===== config.mk =====
export PLATFORM = sky130hd
export DESIGN_NAME = traffic_light_mode_controller_top
export DESIGN_NICKNAME = d
export VERILOG_FILES = /design/src/sv/tlmc_pkg.sv /design/src/sv/tlmc_regs.sv /design/src/sv/tlmc_core.sv /design/src/sv/traffic_light_mode_controller_top.sv
export SDC_FILE = /design/constraint.sdc
export NUM_CORES = 1
export LEC_CHECK = 0
export ABC_AREA = 1
export ABC_CLOCK_PERIOD_IN_PS = 4000
export BUFFER_PORTS_ARGS = -buffer_cell sky130_fd_sc_hd__buf_2
export CORE_MARGIN = 2
export CORE_UTILIZATION = 40
export CTS_BUF_LIST = sky130_fd_sc_hd__clkbuf_4 sky130_fd_sc_hd__clkbuf_8
export CTS_CLUSTER_DIAMETER = 50
export CTS_CLUSTER_SIZE = 8
export DETAILED_ROUTE_END_ITERATION = 10
export PLACE_DENSITY = 0.63
export SYNTH_ARGS = -nofsm -noshare
export SYNTH_HDL_FRONTEND = slang
export SYNTH_HIERARCHICAL = 1
export SYNTH_SLANG_ARGS = --single-unit

===== constraint.sdc =====
create_clock -name clk -period 4 [get_ports clk]
set_input_delay 0.8 -clock clk [delete_from_list [all_inputs] [get_ports clk]]
set_output_delay 0.8 -clock clk [all_outputs]
set_load 0.02 [all_outputs]

===== src/sv/tlmc_pkg.sv =====
// Shared types, codes and helpers for the traffic light mode controller.
`default_nettype none

package tlmc_pkg;

    localparam int ADDR_W = 5;
    localparam int DATA_W = 32;

    // Register reset values
    localparam logic [15:0] RED_TIME_RST       = 16'd2000;
    localparam logic [15:0] YELLOW_TIME_RST    = 16'd500;
    localparam logic [15:0] GREEN_TIME_RST     = 16'd2000;
    localparam logic [15:0] FLICKER_PERIOD_RST = 16'd142;
    localparam logic [15:0] BLINK_PERIOD_RST   = 16'd500;
    localparam logic [7:0]  DEBOUNCE_TIME_RST  = 8'd200;

    typedef enum logic [2:0] {
        REG_RED_TIME       = 3'd0,
        REG_YELLOW_TIME    = 3'd1,
        REG_GREEN_TIME     = 3'd2,
        REG_FLICKER_PERIOD = 3'd3,
        REG_BLINK_PERIOD   = 3'd4,
        REG_DEBOUNCE_TIME  = 3'd5
    } reg_idx_t;

    typedef enum logic [2:0] {
        ACT_TICK   = 3'd0,
        ACT_EMERG  = 3'd1,
        ACT_BLINK  = 3'd2,
        ACT_OFF    = 3'd3,
        ACT_FORCE  = 3'd4
    } action_t;

    typedef enum logic [1:0] {
        MODE_NORMAL = 2'd0,
        MODE_EMERG  = 2'd1,
        MODE_BLINK  = 2'd2,
        MODE_OFF    = 2'd3
    } mode_t;

    typedef enum logic [2:0] {
        PH_RED  = 3'd0,
        PH_YEL  = 3'd1,
        PH_GRN  = 3'd2,
        PH_FLK  = 3'd3,
        PH_YEL2 = 3'd4
    } phase_t;

    typedef struct packed {
        logic [7:0] red_level;
        logic [7:0] yellow_level;
        logic [7:0] green_level;
        mode_t      mode;
        phase_t     phase;
    } result_t;

    // pot*255/1023, truncated. Division by 1023 via x/1023 = (x + (x>>10) + 1) >> 10,
    // exact for every product that a 10-bit sample can give.
    function automatic logic [7:0] pot_to_level(input logic [9:0] pot);
        logic [17:0] prod;
        logic [18:0] acc;
        prod = {pot, 8'd0} - {8'd0, pot};
        acc  = {1'b0, prod} + 19'(prod >> 10) + 19'd1;
        return acc[17:10];
    endfunction

endpackage

`default_nettype wire


===== src/sv/tlmc_regs.sv =====
// APB configuration register file for the traffic light mode controller.
`default_nettype none

module tlmc_regs
    import tlmc_pkg::*;
#(
    parameter int TIME_WIDTH = 16
) (
    input  wire logic                  clk,
    input  wire logic                  rst_n,
    input  wire logic                  psel,
    input  wire logic                  penable,
    input  wire logic                  pwrite,
    input  wire logic [ADDR_W-1:0]     paddr,
    input  wire logic [DATA_W-1:0]     pwdata,
    output logic      [DATA_W-1:0]     prdata,
    output logic                       pready,
    output logic      [TIME_WIDTH-1:0] red_time,
    output logic      [TIME_WIDTH-1:0] yellow_time,
    output logic      [TIME_WIDTH-1:0] green_time,
    output logic      [TIME_WIDTH-1:0] flicker_period,
    output logic      [TIME_WIDTH-1:0] blink_period,
    output logic      [7:0]            debounce_time
);

    localparam int CW = (TIME_WIDTH > 16) ? TIME_WIDTH : 16;
    localparam logic [CW-1:0] TIME_MAX = CW'((64'd1 << TIME_WIDTH) - 64'd1);

    // Low 16 bits, clipped to the largest time value
    function automatic logic [TIME_WIDTH-1:0] clip_time(input logic [15:0] v);
        logic [CW-1:0] w;
        w = CW'(v);
        return TIME_WIDTH'((w > TIME_MAX) ? TIME_MAX : w);
    endfunction

    logic [TIME_WIDTH-1:0] red_time_reg;
    logic [TIME_WIDTH-1:0] yellow_time_reg;
    logic [TIME_WIDTH-1:0] green_time_reg;
    logic [TIME_WIDTH-1:0] flicker_period_reg;
    logic [TIME_WIDTH-1:0] blink_period_reg;
    logic [7:0]            debounce_time_reg;

    logic     wr_en;
    reg_idx_t idx;

    assign pready = 1'b1;
    assign wr_en  = psel & penable & pwrite & pready;
    assign idx    = reg_idx_t'(paddr[4:2]);

    always_ff @(posedge clk or negedge rst_n)
    begin
        if (!rst_n)
        begin
            red_time_reg       <= clip_time(RED_TIME_RST);
            yellow_time_reg    <= clip_time(YELLOW_TIME_RST);
            green_time_reg     <= clip_time(GREEN_TIME_RST);
            flicker_period_reg <= clip_time(FLICKER_PERIOD_RST);
            blink_period_reg   <= clip_time(BLINK_PERIOD_RST);
            debounce_time_reg  <= DEBOUNCE_TIME_RST;
        end
        else if (wr_en)
        begin
            unique case (idx)
                REG_RED_TIME:       red_time_reg       <= clip_time(pwdata[15:0]);
                REG_YELLOW_TIME:    yellow_time_reg    <= clip_time(pwdata[15:0]);
                REG_GREEN_TIME:     green_time_reg     <= clip_time(pwdata[15:0]);
                REG_FLICKER_PERIOD: flicker_period_reg <= clip_time(pwdata[15:0]);
                REG_BLINK_PERIOD:   blink_period_reg   <= clip_time(pwdata[15:0]);
                REG_DEBOUNCE_TIME:  debounce_time_reg  <= pwdata[7:0];
                default: ;
            endcase
        end
    end

    always_comb
    begin
        unique case (idx)
            REG_RED_TIME:       prdata = DATA_W'(red_time_reg);
            REG_YELLOW_TIME:    prdata = DATA_W'(yellow_time_reg);
            REG_GREEN_TIME:     prdata = DATA_W'(green_time_reg);
            REG_FLICKER_PERIOD: prdata = DATA_W'(flicker_period_reg);
            REG_BLINK_PERIOD:   prdata = DATA_W'(blink_period_reg);
            REG_DEBOUNCE_TIME:  prdata = DATA_W'(debounce_time_reg);
            default:            prdata = '0;
        endcase
    end

    assign red_time       = red_time_reg;
    assign yellow_time    = yellow_time_reg;
    assign green_time     = green_time_reg;
    assign flicker_period = flicker_period_reg;
    assign blink_period   = blink_period_reg;
    assign debounce_time  = debounce_time_reg;

endmodule

`default_nettype wire


===== src/sv/tlmc_core.sv =====
// Mode/phase state and combinational update logic of the traffic light mode controller.
`default_nettype none

module tlmc_core
    import tlmc_pkg::*;
#(
    parameter int FLICKER_STEPS = 7,
    parameter int TIME_WIDTH    = 16
) (
    input  wire logic                  clk,
    input  wire logic                  rst_n,
    input  wire logic                  step,
    input  wire action_t               action,
    input  wire logic [9:0]            pot_level,
    input  wire logic [TIME_WIDTH-1:0] red_time,
    input  wire logic [TIME_WIDTH-1:0] yellow_time,
    input  wire logic [TIME_WIDTH-1:0] green_time,
    input  wire logic [TIME_WIDTH-1:0] flicker_period,
    input  wire logic [TIME_WIDTH-1:0] blink_period,
    input  wire logic [7:0]            debounce_time,
    output result_t                    result_next
);

    mode_t                 mode_reg, mode_next;
    phase_t                phase_reg, phase_next;
    logic [TIME_WIDTH-1:0] phase_elapsed_reg, phase_elapsed_next;
    logic [2:0]            flicker_cnt_reg, flicker_cnt_next;
    logic                  blink_lit_reg, blink_lit_next;
    logic [TIME_WIDTH-1:0] blink_elapsed_reg, blink_elapsed_next;
    logic [7:0]            since_press_reg, since_press_next;

    logic                  is_press;
    mode_t                 target;
    logic [2:0]            flicker_inc;
    logic [7:0]            level;

    assign flicker_inc = flicker_cnt_reg + 3'd1;
    assign level       = pot_to_level(pot_level);

    always_comb
    begin
        mode_next          = mode_reg;
        phase_next         = phase_reg;
        phase_elapsed_next = phase_elapsed_reg;
        flicker_cnt_next   = flicker_cnt_reg;
        blink_lit_next     = blink_lit_reg;
        blink_elapsed_next = blink_elapsed_reg;
        since_press_next   = since_press_reg;
        is_press           = 1'b0;
        target             = MODE_EMERG;

        unique case (action)
            ACT_TICK:
            begin
                if (since_press_reg != 8'hFF)
                begin
                    since_press_next = since_press_reg + 8'd1;
                end
                if (mode_reg == MODE_NORMAL)
                begin
                    // saturating phase timer
                    if (phase_elapsed_reg != '1)
                    begin
                        phase_elapsed_next = phase_elapsed_reg + TIME_WIDTH'(1);
                    end
                    unique case (phase_reg)
                        PH_RED:
                        begin
                            if (phase_elapsed_next >= red_time)
                            begin
                                phase_next         = PH_YEL;
                                phase_elapsed_next = '0;
                            end
                        end
                        PH_YEL:
                        begin
                            if (phase_elapsed_next >= yellow_time)
                            begin
                                phase_next         = PH_GRN;
                                phase_elapsed_next = '0;
                            end
                        end
                        PH_GRN:
                        begin
                            if (phase_elapsed_next >= green_time)
                            begin
                                phase_next         = PH_FLK;
                                phase_elapsed_next = '0;
                                flicker_cnt_next   = 3'd0;
                            end
                        end
                        PH_FLK:
                        begin
                            if (phase_elapsed_next >= flicker_period)
                            begin
                                phase_elapsed_next = '0;
                                flicker_cnt_next   = flicker_inc;
                                if (flicker_inc >= 3'(FLICKER_STEPS))
                                begin
                                    phase_next = PH_YEL2;
                                end
                            end
                        end
                        default:
                        begin
                            // second yellow
                            if (phase_elapsed_next >= yellow_time)
                            begin
                                phase_next         = PH_RED;
                                phase_elapsed_next = '0;
                            end
                        end
                    endcase
                end
                else if (mode_reg == MODE_BLINK)
                begin
                    if (blink_elapsed_reg != '1)
                    begin
                        blink_elapsed_next = blink_elapsed_reg + TIME_WIDTH'(1);
                    end
                    if (blink_elapsed_next >= blink_period)
                    begin
                        blink_elapsed_next = '0;
                        blink_lit_next     = ~blink_lit_reg;
                    end
                end
            end
            ACT_EMERG:
            begin
                is_press = 1'b1;
                target   = MODE_EMERG;
            end
            ACT_BLINK:
            begin
                is_press = 1'b1;
                target   = MODE_BLINK;
            end
            ACT_OFF:
            begin
                is_press = 1'b1;
                target   = MODE_OFF;
            end
            ACT_FORCE:
            begin
                mode_next          = MODE_NORMAL;
                phase_next         = PH_RED;
                phase_elapsed_next = '0;
                flicker_cnt_next   = 3'd0;
            end
            default: ;
        endcase

        // debounced press: toggle into the target mode or back to normal at red
        if (is_press && (since_press_reg >= debounce_time))
        begin
            since_press_next = 8'd0;
            if (mode_reg == target)
            begin
                mode_next          = MODE_NORMAL;
                phase_next         = PH_RED;
                phase_elapsed_next = '0;
                flicker_cnt_next   = 3'd0;
            end
            else
            begin
                mode_next = target;
                if (target == MODE_BLINK)
                begin
                    blink_lit_next     = ~blink_lit_reg;
                    blink_elapsed_next = '0;
                end
            end
        end
    end

    // lamp drive from the updated state
    always_comb
    begin
        result_next.red_level    = 8'd0;
        result_next.yellow_level = 8'd0;
        result_next.green_level  = 8'd0;
        result_next.mode         = mode_next;
        result_next.phase        = phase_next;
        unique case (mode_next)
            MODE_NORMAL:
            begin
                priority if (phase_next == PH_RED)
                begin
                    result_next.red_level = level;
                end
                else if (phase_next == PH_YEL || phase_next == PH_YEL2)
                begin
                    result_next.yellow_level = level;
                end
                else if (phase_next == PH_GRN)
                begin
                    result_next.green_level = level;
                end
                else
                begin
                    // flicker: lit on even interval counts
                    if (!flicker_cnt_next[0])
                    begin
                        result_next.green_level = level;
                    end
                end
            end
            MODE_EMERG:
            begin
                result_next.red_level = level;
            end
            MODE_BLINK:
            begin
                if (blink_lit_next)
                begin
                    result_next.red_level    = level;
                    result_next.yellow_level = level;
                    result_next.green_level  = level;
                end
            end
            default: ;
        endcase
    end

    always_ff @(posedge clk or negedge rst_n)
    begin
        if (!rst_n)
        begin
            mode_reg          <= MODE_NORMAL;
            phase_reg         <= PH_RED;
            phase_elapsed_reg <= '0;
            flicker_cnt_reg   <= 3'd0;
            blink_lit_reg     <= 1'b0;
            blink_elapsed_reg <= '0;
            since_press_reg   <= 8'd0;
        end
        else if (step)
        begin
            mode_reg          <= mode_next;
            phase_reg         <= phase_next;
            phase_elapsed_reg <= phase_elapsed_next;
            flicker_cnt_reg   <= flicker_cnt_next;
            blink_lit_reg     <= blink_lit_next;
            blink_elapsed_reg <= blink_elapsed_next;
            since_press_reg   <= since_press_next;
        end
    end

endmodule

`default_nettype wire


===== src/sv/traffic_light_mode_controller_top.sv =====
// Top level of the traffic light mode controller: transfer stages, core and registers.
//
// Usage:
//  - Input channel (in_valid/in_stall, action, pot_level) carries one item per
//    transfer: a one-millisecond tick, a mode press (emergency, blink, off) or a
//    force-normal command, each with a potentiometer sample for brightness.
//  - Output channel (out_valid/out_stall) returns exactly one result per item:
//    three lamp levels, the current mode and the current normal-mode phase.
//  - Timing registers are written over the APB port (byte address 4*index);
//    write them only while no item is in flight.
//  - Order: an item taken from the input channel is held in the input
//    register; when it advances it updates the state and its result is
//    captured in the result register at that same edge, raising out_valid.
//  - Throughput: one item per clock while no result is held by out_stall. The
//    state update is narrow counter logic between the input and result registers.
//  - Stall: when out_stall holds a result and the input register is also
//    full, in_stall rises; otherwise a new item is taken while a finished
//    result waits.
//  - Reset (rst_n, async, low): normal mode, red phase, all timers cleared,
//    registers back to their defaults, both stages empty.
`default_nettype none

module traffic_light_mode_controller_top
    import tlmc_pkg::*;
#(
    parameter int FLICKER_STEPS = 7,
    parameter int TIME_WIDTH    = 16
) (
    input  wire logic              clk,
    input  wire logic              rst_n,
    // input channel
    input  wire logic              in_valid,
    output logic                   in_stall,
    input  wire logic [2:0]        action,
    input  wire logic [9:0]        pot_level,
    // output channel
    output logic                   out_valid,
    input  wire logic              out_stall,
    output logic      [7:0]        red_level,
    output logic      [7:0]        yellow_level,
    output logic      [7:0]        green_level,
    output logic      [1:0]        mode,
    output logic      [2:0]        phase,
    // configuration
    input  wire logic              psel,
    input  wire logic              penable,
    input  wire logic              pwrite,
    input  wire logic [ADDR_W-1:0] paddr,
    input  wire logic [DATA_W-1:0] pwdata,
    output logic      [DATA_W-1:0] prdata,
    output logic                   pready
);

    logic                  in_vld_reg;
    logic                  in_vld_next;
    logic [2:0]            action_reg;
    logic [9:0]            pot_reg;
    logic                  out_vld_reg;
    logic                  out_vld_next;
    result_t               result_reg;
    result_t               result_next;

    logic                  in_take;
    logic                  advance;

    logic [TIME_WIDTH-1:0] red_time;
    logic [TIME_WIDTH-1:0] yellow_time;
    logic [TIME_WIDTH-1:0] green_time;
    logic [TIME_WIDTH-1:0] flicker_period;
    logic [TIME_WIDTH-1:0] blink_period;
    logic [7:0]            debounce_time;

    // The held item moves on whenever the result register is free or draining.
    assign advance      = in_vld_reg & (~out_vld_reg | ~out_stall);
    assign in_stall     = in_vld_reg & out_vld_reg & out_stall;
    assign in_take      = in_valid & ~in_stall;
    assign in_vld_next  = in_take | (in_vld_reg & ~advance);
    assign out_vld_next = advance | (out_vld_reg & out_stall);

    always_ff @(posedge clk or negedge rst_n)
    begin
        if (!rst_n)
        begin
            in_vld_reg  <= 1'b0;
            out_vld_reg <= 1'b0;
        end
        else
        begin
            in_vld_reg  <= in_vld_next;
            out_vld_reg <= out_vld_next;
        end
    end

    // payload registers, no reset
    always_ff @(posedge clk)
    begin
        if (in_take)
        begin
            action_reg <= action;
            pot_reg    <= pot_level;
        end
        if (advance)
        begin
            result_reg <= result_next;
        end
    end

    tlmc_regs #(
        .TIME_WIDTH (TIME_WIDTH)
    ) u_regs (
        .clk            (clk),
        .rst_n          (rst_n),
        .psel           (psel),
        .penable        (penable),
        .pwrite         (pwrite),
        .paddr          (paddr),
        .pwdata         (pwdata),
        .prdata         (prdata),
        .pready         (pready),
        .red_time       (red_time),
        .yellow_time    (yellow_time),
        .green_time     (green_time),
        .flicker_period (flicker_period),
        .blink_period   (blink_period),
        .debounce_time  (debounce_time)
    );

    tlmc_core #(
        .FLICKER_STEPS (FLICKER_STEPS),
        .TIME_WIDTH    (TIME_WIDTH)
    ) u_core (
        .clk            (clk),
        .rst_n          (rst_n),
        .step           (advance),
        .action         (action_t'(action_reg)),
        .pot_level      (pot_reg),
        .red_time       (red_time),
        .yellow_time    (yellow_time),
        .green_time     (green_time),
        .flicker_period (flicker_period),
        .blink_period   (blink_period),
        .debounce_time  (debounce_time),
        .result_next    (result_next)
    );

    assign out_valid    = out_vld_reg;
    assign red_level    = result_reg.red_level;
    assign yellow_level = result_reg.yellow_level;
    assign green_level  = result_reg.green_level;
    assign mode         = result_reg.mode;
    assign phase        = result_reg.phase;

    // Off mode keeps every lamp dark.
    a_off_dark: assert property (@(posedge clk) disable iff (!rst_n)
        (out_vld_reg && result_reg.mode == MODE_OFF) |->
            (result_reg.red_level == 8'd0 && result_reg.yellow_level == 8'd0 &&
             result_reg.green_level == 8'd0))
        else $error("lamp lit in off mode");

    // Emergency drives red only.
    a_emerg_red: assert property (@(posedge clk) disable iff (!rst_n)
        (out_vld_reg && result_reg.mode == MODE_EMERG) |->
            (result_reg.yellow_level == 8'd0 && result_reg.green_level == 8'd0))
        else $error("non-red lamp lit in emergency mode");

    // Normal mode never lights two lamps at once.
    a_normal_one: assert property (@(posedge clk) disable iff (!rst_n)
        (out_vld_reg && result_reg.mode == MODE_NORMAL) |->
            ($countones({result_reg.red_level != 8'd0, result_reg.yellow_level != 8'd0,
                         result_reg.green_level != 8'd0}) <= 1))
        else $error("more than one lamp lit in normal mode");

    // Blink mode switches all three lamps together.
    a_blink_same: assert property (@(posedge clk) disable iff (!rst_n)
        (out_vld_reg && result_reg.mode == MODE_BLINK) |->
            (result_reg.red_level == result_reg.yellow_level &&
             result_reg.red_level == result_reg.green_level))
        else $error("blink lamps out of step");

endmodule

`default_nettype wire

==> flow_metrics.py, run 1 <==
metrics = {
    "critical_path": {
        "crit_start": "u_core/phase_elapsed_reg[0]",
        "crit_path_max_fanout": 7,
        "critical-path-max-stage-delay_ns": 0.41,
        "timing.critical_path.from_type": "register",
        "endpoint": "u_core/phase_elapsed_reg[7]",
        "worst_path_max_delay_cell": "dfrtp_1",
        "cp-end-kind": "register",
        "timing.critical_path.mode_cell": "nand4_1",
        "reg2reg_depth": 27,
        "reg2reg_from": "u_core/phase_elapsed_reg[0]",
        "r2r_setup_slack_ns": -0.17,
        "timing.rr.end": "u_core/phase_elapsed_reg[7]",
        "worst-setup-path-type": "reg -> reg",
        "crit_arrival_ns": 4.54,
        "cp_data_required_time_ns": 4.37,
    },
    "outcome": {
        "status": "complete, but fails checks",
        "failed_checks": "negative setup slack",
    },
    "global_routing": {
        "grt_antenna_before_repair": 0,
        "grt_first_pass_wirelength_microns": 61900,
        "grt.total_usage": 0.229,
        "number_of_global_route_vias_before_repair": 11767,
        "overflow": 0,
        "grt_max_degree": 86,
    },
    "yosys": {
        "seq_area_frac_synth": 0.360,
        "synthArstFlopShare": 0.768,
        "synth.avg_cell_area_sq_um": 7.34,
        "synth_top_area_share": 0.204,
        "synth_seq_cells": 181,
        "synth_area_leaders": "dfrtp_1 20%, nand2_1 13%, ha_1 9.7%, edfxtp_1 9.5%, inv_1 7.8%",
        "syn_inst": 1808,
        "yosys_warnings": 6,
        "synth_common_cells": "448 x nand2_1, 276 x inv_1, 152 x o21ai_0",
        "synth_enable_flop_cells": 42,
        "syn_area_sq_mm": 0.0133,
        "synth_most_common_cell": "nand2_1",
        "cell_type_contributing_the_most_total_cell_area_after_synthesis": "dfrtp_1",
        "ys.flop_type": "dfrtp_1",
        "post_synth_num_cell_types": 51,
    },
    "clock_network": {
        "cts_tree": "done",
        "clock-sinks": 181,
        "cts-root-to-sink-buffers": 2,
        "clock_insertion_delay_worst_skew_ns": 0.50,
        "cts_made_buffers": 17,
        "htree_num_levels": 4,
        "ctsRootBufferMaster": "clkbuf_8",
        "clkSlewWorstSetupHoldPaths_ns": 0.10,
    },
    "sta": {
        "period_needed_ns": 4.17,
        "clock-skew-final_ns": 0.0217,
        "maxSlewHeadroom": 0.416,
        "final_hold_viol_count": 0,
        "setup_viol_count_final": 34,
        "achievable-frequency_mhz": 240,
        "worst_hold_slack_ns": 0.377,
        "transition_time_of_the_tightest_slew_check_pin_ns": 0.875,
        "timing_max_transition_violations_final": 0,
        "min_period_over_period": 1.04,
        "fin_ws_ns": -0.173,
        "rsz0062_at_grt": "true",
    },
    "detailed_routing": {
        "vias_post_dr": 12514,
        "firstDrtPassIters": 5,
        "drc": 0,
        "wire_per_inst_microns": 16.0,
        "drt-vias-per-instance": 5.13,
        "finalWirelength_microns": 39000,
        "detail-route-antenna-nets": 0,
        "drt_iter0_drc": 750,
    },
    "power_and_ir_drop": {
        "cellLeakagePower_nw": 7.96,
        "power_per_cell_area_mw_per_mm2": 592,
        "power_mw": 9.41,
        "worst_ir_drop_vdd_mv": 0.361,
    },
    "place": {
        "placement.io_buffers": 85,
        "placedInstanceArea_sq_mm": 0.0148,
        "placed_cells": 2390,
        "dp.final_hpwl_microns": 28300,
        "pre_cts_ws_ns": -0.533,
        "gpl_congestion": 0.942,
    },
    "job": {
        "max_cap_violations": 0,
    },
    "finish": {
        "syn_to_final_growth_pct": 19.8,
        "design.final.nets": 2145,
        "ratio_of_cells_with_drive_above_1_in_the_final_layout": 0.219,
        "post_layout_nonfiller_instances": 2440,
        "antennaDiodeCount": 0,
        "fin_area_sq_mm": 0.0159,
    },
    "floorplanning": {
        "core_sq_mm": 0.0326,
        "die_h_microns": 186,
        "fp.dieArea_sq_mm": 0.0346,
        "boundaryPins": 121,
        "placementRows": 66,
        "initial_utilization": 0.407,
        "x_dimension_of_the_die_microns": 186,
    },
    "hold_path": {
        "hold_class": "in -> async",
    },
}
-- cell type report --
| class | instances | area [sq um] |
|---|---|---|
| Clock inverter | 13 | 254 |
| Fill cell | 3225 | 16700 |
| Sequential cell | 181 | 4780 |
| Inverter | 298 | 1120 |
| Multi-Input combinational cell | 1272 | 7470 |
| Timing Repair Buffer | 215 | 1470 |
| Tap cell | 442 | 553 |
| Clock buffer | 19 | 249 |
-- layout by cell type (no fill, tap or decap), types with 22 or more instances in the layout --
cell type / count
o21ai_0: 109
buf_2: 84
dfstp_2: 31
inv_1: 271
inv_2: 23
dfrtp_1: 108
nand2_2: 23
nand4_1: 45
nor2_1: 108
xor2_1: 22
nor3_1: 22
ha_1: 97
o21ai_1: 89
buf_4: 119
nand3_1: 69
nand2_1: 430
edfxtp_1: 42
a21oi_1: 64
-- what timing repair did --
item	4_1_cts	5_1_grt
pin swaps	47	48
resized for setup	75	74
setup buffers	15	9
setup endpoints to repair	49	52
hold buffers	0	0
-- routing by layer --
metal / vias to the layer above / GRT usage / share of wire
met5: - / 0 / 0
met4: 0 / 0.0746 / 0.024
met2: 340 / 0.370 / 0.47
met3: 55 / 0.0366 / 0.050
li1: 6214 / - / -
met1: 5905 / 0.315 / 0.45
-- where the power goes --
| part | switching (mW) | internal [mW] |
|---|---|---|
| Combinational | 3.16 | 1.95 |
| Clock | 0.722 | 0.885 |
| Sequential | 0.308 | 2.38 |
| Total | 4.19 | 5.22 |
-- logic make-up (layout without fill, tap and decap cells) --
| family | count (synthesis) | count (layout) | share of synthesized area |
|---|---|---|---|
| and+or+nand+nor | 784 | 784 | 0.266 |
| buffers and inverters | 370 | 545 | 0.118 |
| AOI/OAI and AO/OA | 336 | 336 | 0.136 |
| DFF | 181 | 181 | 0.360 |
| adders and majority gates | 103 | 103 | 0.0971 |
| xor gates and xnor gates | 32 | 32 | 0.0223 |
| other | 2 | 17 | 0.000566 |
-- worst max-delay path: cells and delay by family, from the launching register on --
| family | cells | cell delay (ns) |
|---|---|---|
| AO/OA/AOI/OAI | 4 | 0.42 |
| XOR/XNOR | 1 | 0.23 |
| adder cells (fa/ha/maj) | 2 | 0.51 |
| buffers and inverters | 6 | 0.87 |
| flip-flops | 1 | 0.41 |
| AND/OR/NAND/NOR | 14 | 1.60 |
-- worst min path at each step --
stage,slack [ns],end,cells after the start,from
6_report,0.38,u_regs/flicker_period[11],1,rst_n
5_1_grt,0.41,u_regs/flicker_period[13],1,rst_n
4_1_cts,0.40,u_regs/flicker_period[13],1,rst_n
3_5_place_dp,0.48,u_regs/debounce_time[6],2,u_regs/debounce_time[6]
3_3_place_gp,0.47,u_regs/red_time[8],2,u_regs/red_time[8]
2_1_floorplan,0.46,u_regs/yellow_time[2],2,u_regs/yellow_time[2]
-- stage by stage --
step | setup TNS [ns] | utilization
final | -3.53 | 0.487
after global placement | -12.29 | 0.452
after CTS | -6.92 | 0.477
after detailed placement | -17.86 | 0.452
after floorplan | 0 | -
after global routing | -11.87 | 0.487
(Power assumes the default switching activity.)
==> inputs of run 2 (changes only) <==
--- a/config.mk
+++ b/config.mk
@@ -9,12 +9,13 @@
 export ABC_CLOCK_PERIOD_IN_PS = 4000
 export BUFFER_PORTS_ARGS = -buffer_cell sky130_fd_sc_hd__buf_2
 export CORE_MARGIN = 2
-export CORE_UTILIZATION = 40
-export CTS_BUF_LIST = sky130_fd_sc_hd__clkbuf_4 sky130_fd_sc_hd__clkbuf_8
+export CORE_UTILIZATION = 55
+export CTS_BUF_LIST = sky130_fd_sc_hd__clkbuf_16
 export CTS_CLUSTER_DIAMETER = 50
 export CTS_CLUSTER_SIZE = 8
 export DETAILED_ROUTE_END_ITERATION = 10
-export PLACE_DENSITY = 0.63
+export PLACE_DENSITY = 0.81
+export SLEW_MARGIN = 10
 export SYNTH_ARGS = -nofsm -noshare
 export SYNTH_HDL_FRONTEND = slang
 export SYNTH_HIERARCHICAL = 1
==> flow_metrics.py, run 2 (synthesis gave the netlist of run 1 again) <==
metrics = {
    "power_and_ir_drop": {
        "pwr-share-clk": 0.179,
        "power_mw": 9.25,
        "cellLeakagePower_nw": 7.76,
        "p_seq_frac": 0.293,
        "net-switching-power_mw": 4.25,
        "combPwrFrac": 0.528,
        "worst_ir_drop_vdd_mv": 0.376,
        "intPower_mw": 5.00,
        "power_per_cell_area_mw_per_mm2": 599,
        "p_sw_frac": 0.459,
    },
    "finish": {
        "mostFrequentLayoutCells": "430 x nand2_1, 271 x inv_1, 120 x o21ai_0",
        "fillerInstances": 1902,
        "mostFrequentLayoutCell": "nand2_1",
        "post_layout_nonfiller_instances": 2273,
        "ratio_of_cells_with_drive_above_1_in_the_final_layout": 0.204,
        "syn_to_final_growth_pct": 16.4,
        "design.final.nets": 2101,
        "antennaDiodeCount": 0,
        "fin_area_sq_mm": 0.0154,
    },
    "clock_network": {
        "cts_tree": "done",
        "cts_made_buffers": 17,
        "clock-sinks": 181,
        "clkSlewWorstSetupHoldPaths_ns": 0.08,
        "hold_buffers": 0,
        "htree_num_levels": 4,
        "cts-root-to-sink-buffers": 2,
        "ctsRootBufferMaster": "clkbuf_16",
        "clock_insertion_delay_worst_skew_ns": 0.45,
    },
    "sta": {
        "final_hold_viol_count": 0,
        "achievable-frequency_mhz": 243,
        "timing_max_transition_violations_final": 0,
        "fin_ws_ns": -0.112,
        "clock-skew-final_ns": 0.0131,
        "timing.setup.tns_ns": -1.17,
        "min_period_over_period": 1.03,
        "rsz0062_at_grt": "true",
        "period_needed_ns": 4.11,
        "maxSlewHeadroom": 0.496,
        "transition_time_of_the_tightest_slew_check_pin_ns": 0.756,
        "setup_viol_count_final": 19,
    },
    "floorplanning": {
        "core_sq_mm": 0.0236,
        "x_dimension_of_the_die_microns": 159,
        "fp.dieArea_sq_mm": 0.0254,
        "initial_utilization": 0.562,
        "boundaryPins": 121,
        "placementRows": 56,
        "die_h_microns": 159,
    },
    "place": {
        "gpl_congestion": 0.979,
        "placed_cells": 2228,
        "placement.io_buffers": 85,
        "dp.final_hpwl_microns": 26600,
        "pre_cts_ws_ns": -0.224,
        "placedInstanceArea_sq_mm": 0.0143,
    },
    "detailed_routing": {
        "vias_post_dr": 13077,
        "drt_iter0_drc": 1456,
        "firstDrtPassIters": 9,
        "finalWirelength_microns": 38200,
        "drc": 1,
        "detail-route-antenna-nets": 0,
        "drt-vias-per-instance": 5.75,
        "wire_per_inst_microns": 16.8,
    },
    "global_routing": {
        "grt_first_pass_wirelength_microns": 60200,
        "grt.total_usage": 0.291,
        "grt_antenna_before_repair": 0,
        "grt_max_degree": 78,
        "overflow": 0,
        "number_of_global_route_vias_before_repair": 12133,
    },
    "critical_path": {
        "cp_data_required_time_ns": 4.20,
        "timing.critical_path.from_type": "register",
        "worst-setup-path-type": "reg -> reg",
        "crit_path_max_fanout": 7,
        "cp-end-kind": "register",
        "crit_arrival_ns": 4.32,
    },
    "job": {
        "max_cap_violations": 0,
    },
    "hold_path": {
        "hold_class": "in -> async",
    },
    "outcome": {
        "status": "complete, but fails checks",
        "failed_checks": "design-rule violations, negative setup slack",
    },
}
==> run 2: cell types whose count changed in the layout (fill, tap and decap cells not counted), moves of 3 or more <==
cell and delta:
buf_4 -39, clkbuf_16 +17, clkbuf_8 -17, o21ai_0 +11, o21ai_1 -10, bufinv_16 -7, a21oi_2 +6, buf_6 -6
a21oi_1 -5, a31oi_4 -5, inv_8 +5, a31oi_1 +3
==> run 2: worst paths after layout <==
| check | start | to | slack (ns) | cells after the start |
|---|---|---|---|---|
| setup / recovery | u_core/phase_elapsed_reg[1] | green_level[6] | -0.11 | 27 |
| hold / removal | rst_n | u_regs/blink_period[11] | 0.37 | 1 |
| setup reg to reg | u_core/phase_elapsed_reg[1] | green_level[6] | -0.11 | 27 |
| hold reg to reg | u_regs/green_time[9] | u_regs/green_time[9] | 0.49 | 2 |
| max in group asynchronous | rst_n | u_regs/yellow_time[4] | 2.78 | 2 |
| min in group clk | u_regs/green_time[9] | u_regs/green_time[9] | 0.49 | 2 |
==> run 2: stage by stage <==
stage | util | hold WS [ns]
2_1_floorplan | - | 0.457
3_3_place_gp | 0.605 | 0.471
3_5_place_dp | 0.605 | 0.473
4_1_cts | 0.635 | 0.415
5_1_grt | 0.654 | 0.437
6_report | 0.654 | 0.368
==> run 2: what timing repair did <==
| item | CTS | global route |
|---|---|---|
| pin swaps | 10 | 31 |
| gates cloned | 1 | 2 |
| endpoints found under the setup margin | 41 | 48 |
| gates resized for setup | 25 | 116 |
| buffers inserted | 4 | 6 |
==> run 2: power by group through the flow <==
stage          Combinational (mW)  Sequential [mW]  Clock (mW)
2_1_floorplan                2.68             2.75           0
4_1_cts                      4.22             2.69        1.67
3_3_place_gp                 3.89             2.70           0
6_report                     4.89             2.71        1.65
3_5_place_dp                 4.06             2.72           0
5_1_grt                      5.34             2.75        1.74
==> run 2: final cells by class <==
cell class | count | area [sq um] | share of cell area
Timing Repair Buffer | 169 | 1090 | 0.0703
Inverter | 298 | 1130 | 0.0731
Tap cell | 319 | 399 | 0.0258
Timing Repair inverter | 1 | 5.00 | 0.000324
Clock buffer | 17 | 425 | 0.0275
Sequential cell | 181 | 4780 | 0.309
Multi-Input combinational cell | 1273 | 7480 | 0.484
Clock inverter | 15 | 140 | 0.00907
==> run 2: routing by layer <==
layer	wire (microns)	up-vias	share of wire	global-route usage
met5	0	-	0	0
met4	1200	0	0.032	0.108
met3	3000	106	0.078	0.0458
met2	18200	688	0.48	0.485
met1	15800	6157	0.41	0.386
li1	-	6126	-	-
==> run 2: worst max-delay path, stage by stage, from the launching register on <==
cell     delay, ns
dfrtp_1       0.40
ha_4          0.17
nand3_4       0.09
nor2_4        0.11
nand2_2       0.08
nor2_4        0.14
nand2_2       0.07
inv_2         0.05
nand4_1       0.17
buf_4         0.20
nand2_1       0.06
xor2_1        0.16
buf_4         0.19
buf_4         0.12
ha_1          0.24
a21oi_1       0.24
o21ai_2       0.09
a21oi_2       0.20
nand3_4       0.12
nand2_1       0.08
nand4_1       0.11
nand2_1       0.10
nand2_2       0.07
nand2_4       0.12
nand3_4       0.15
buf_4         0.18
nand2_1       0.08
o21ai_1       0.07
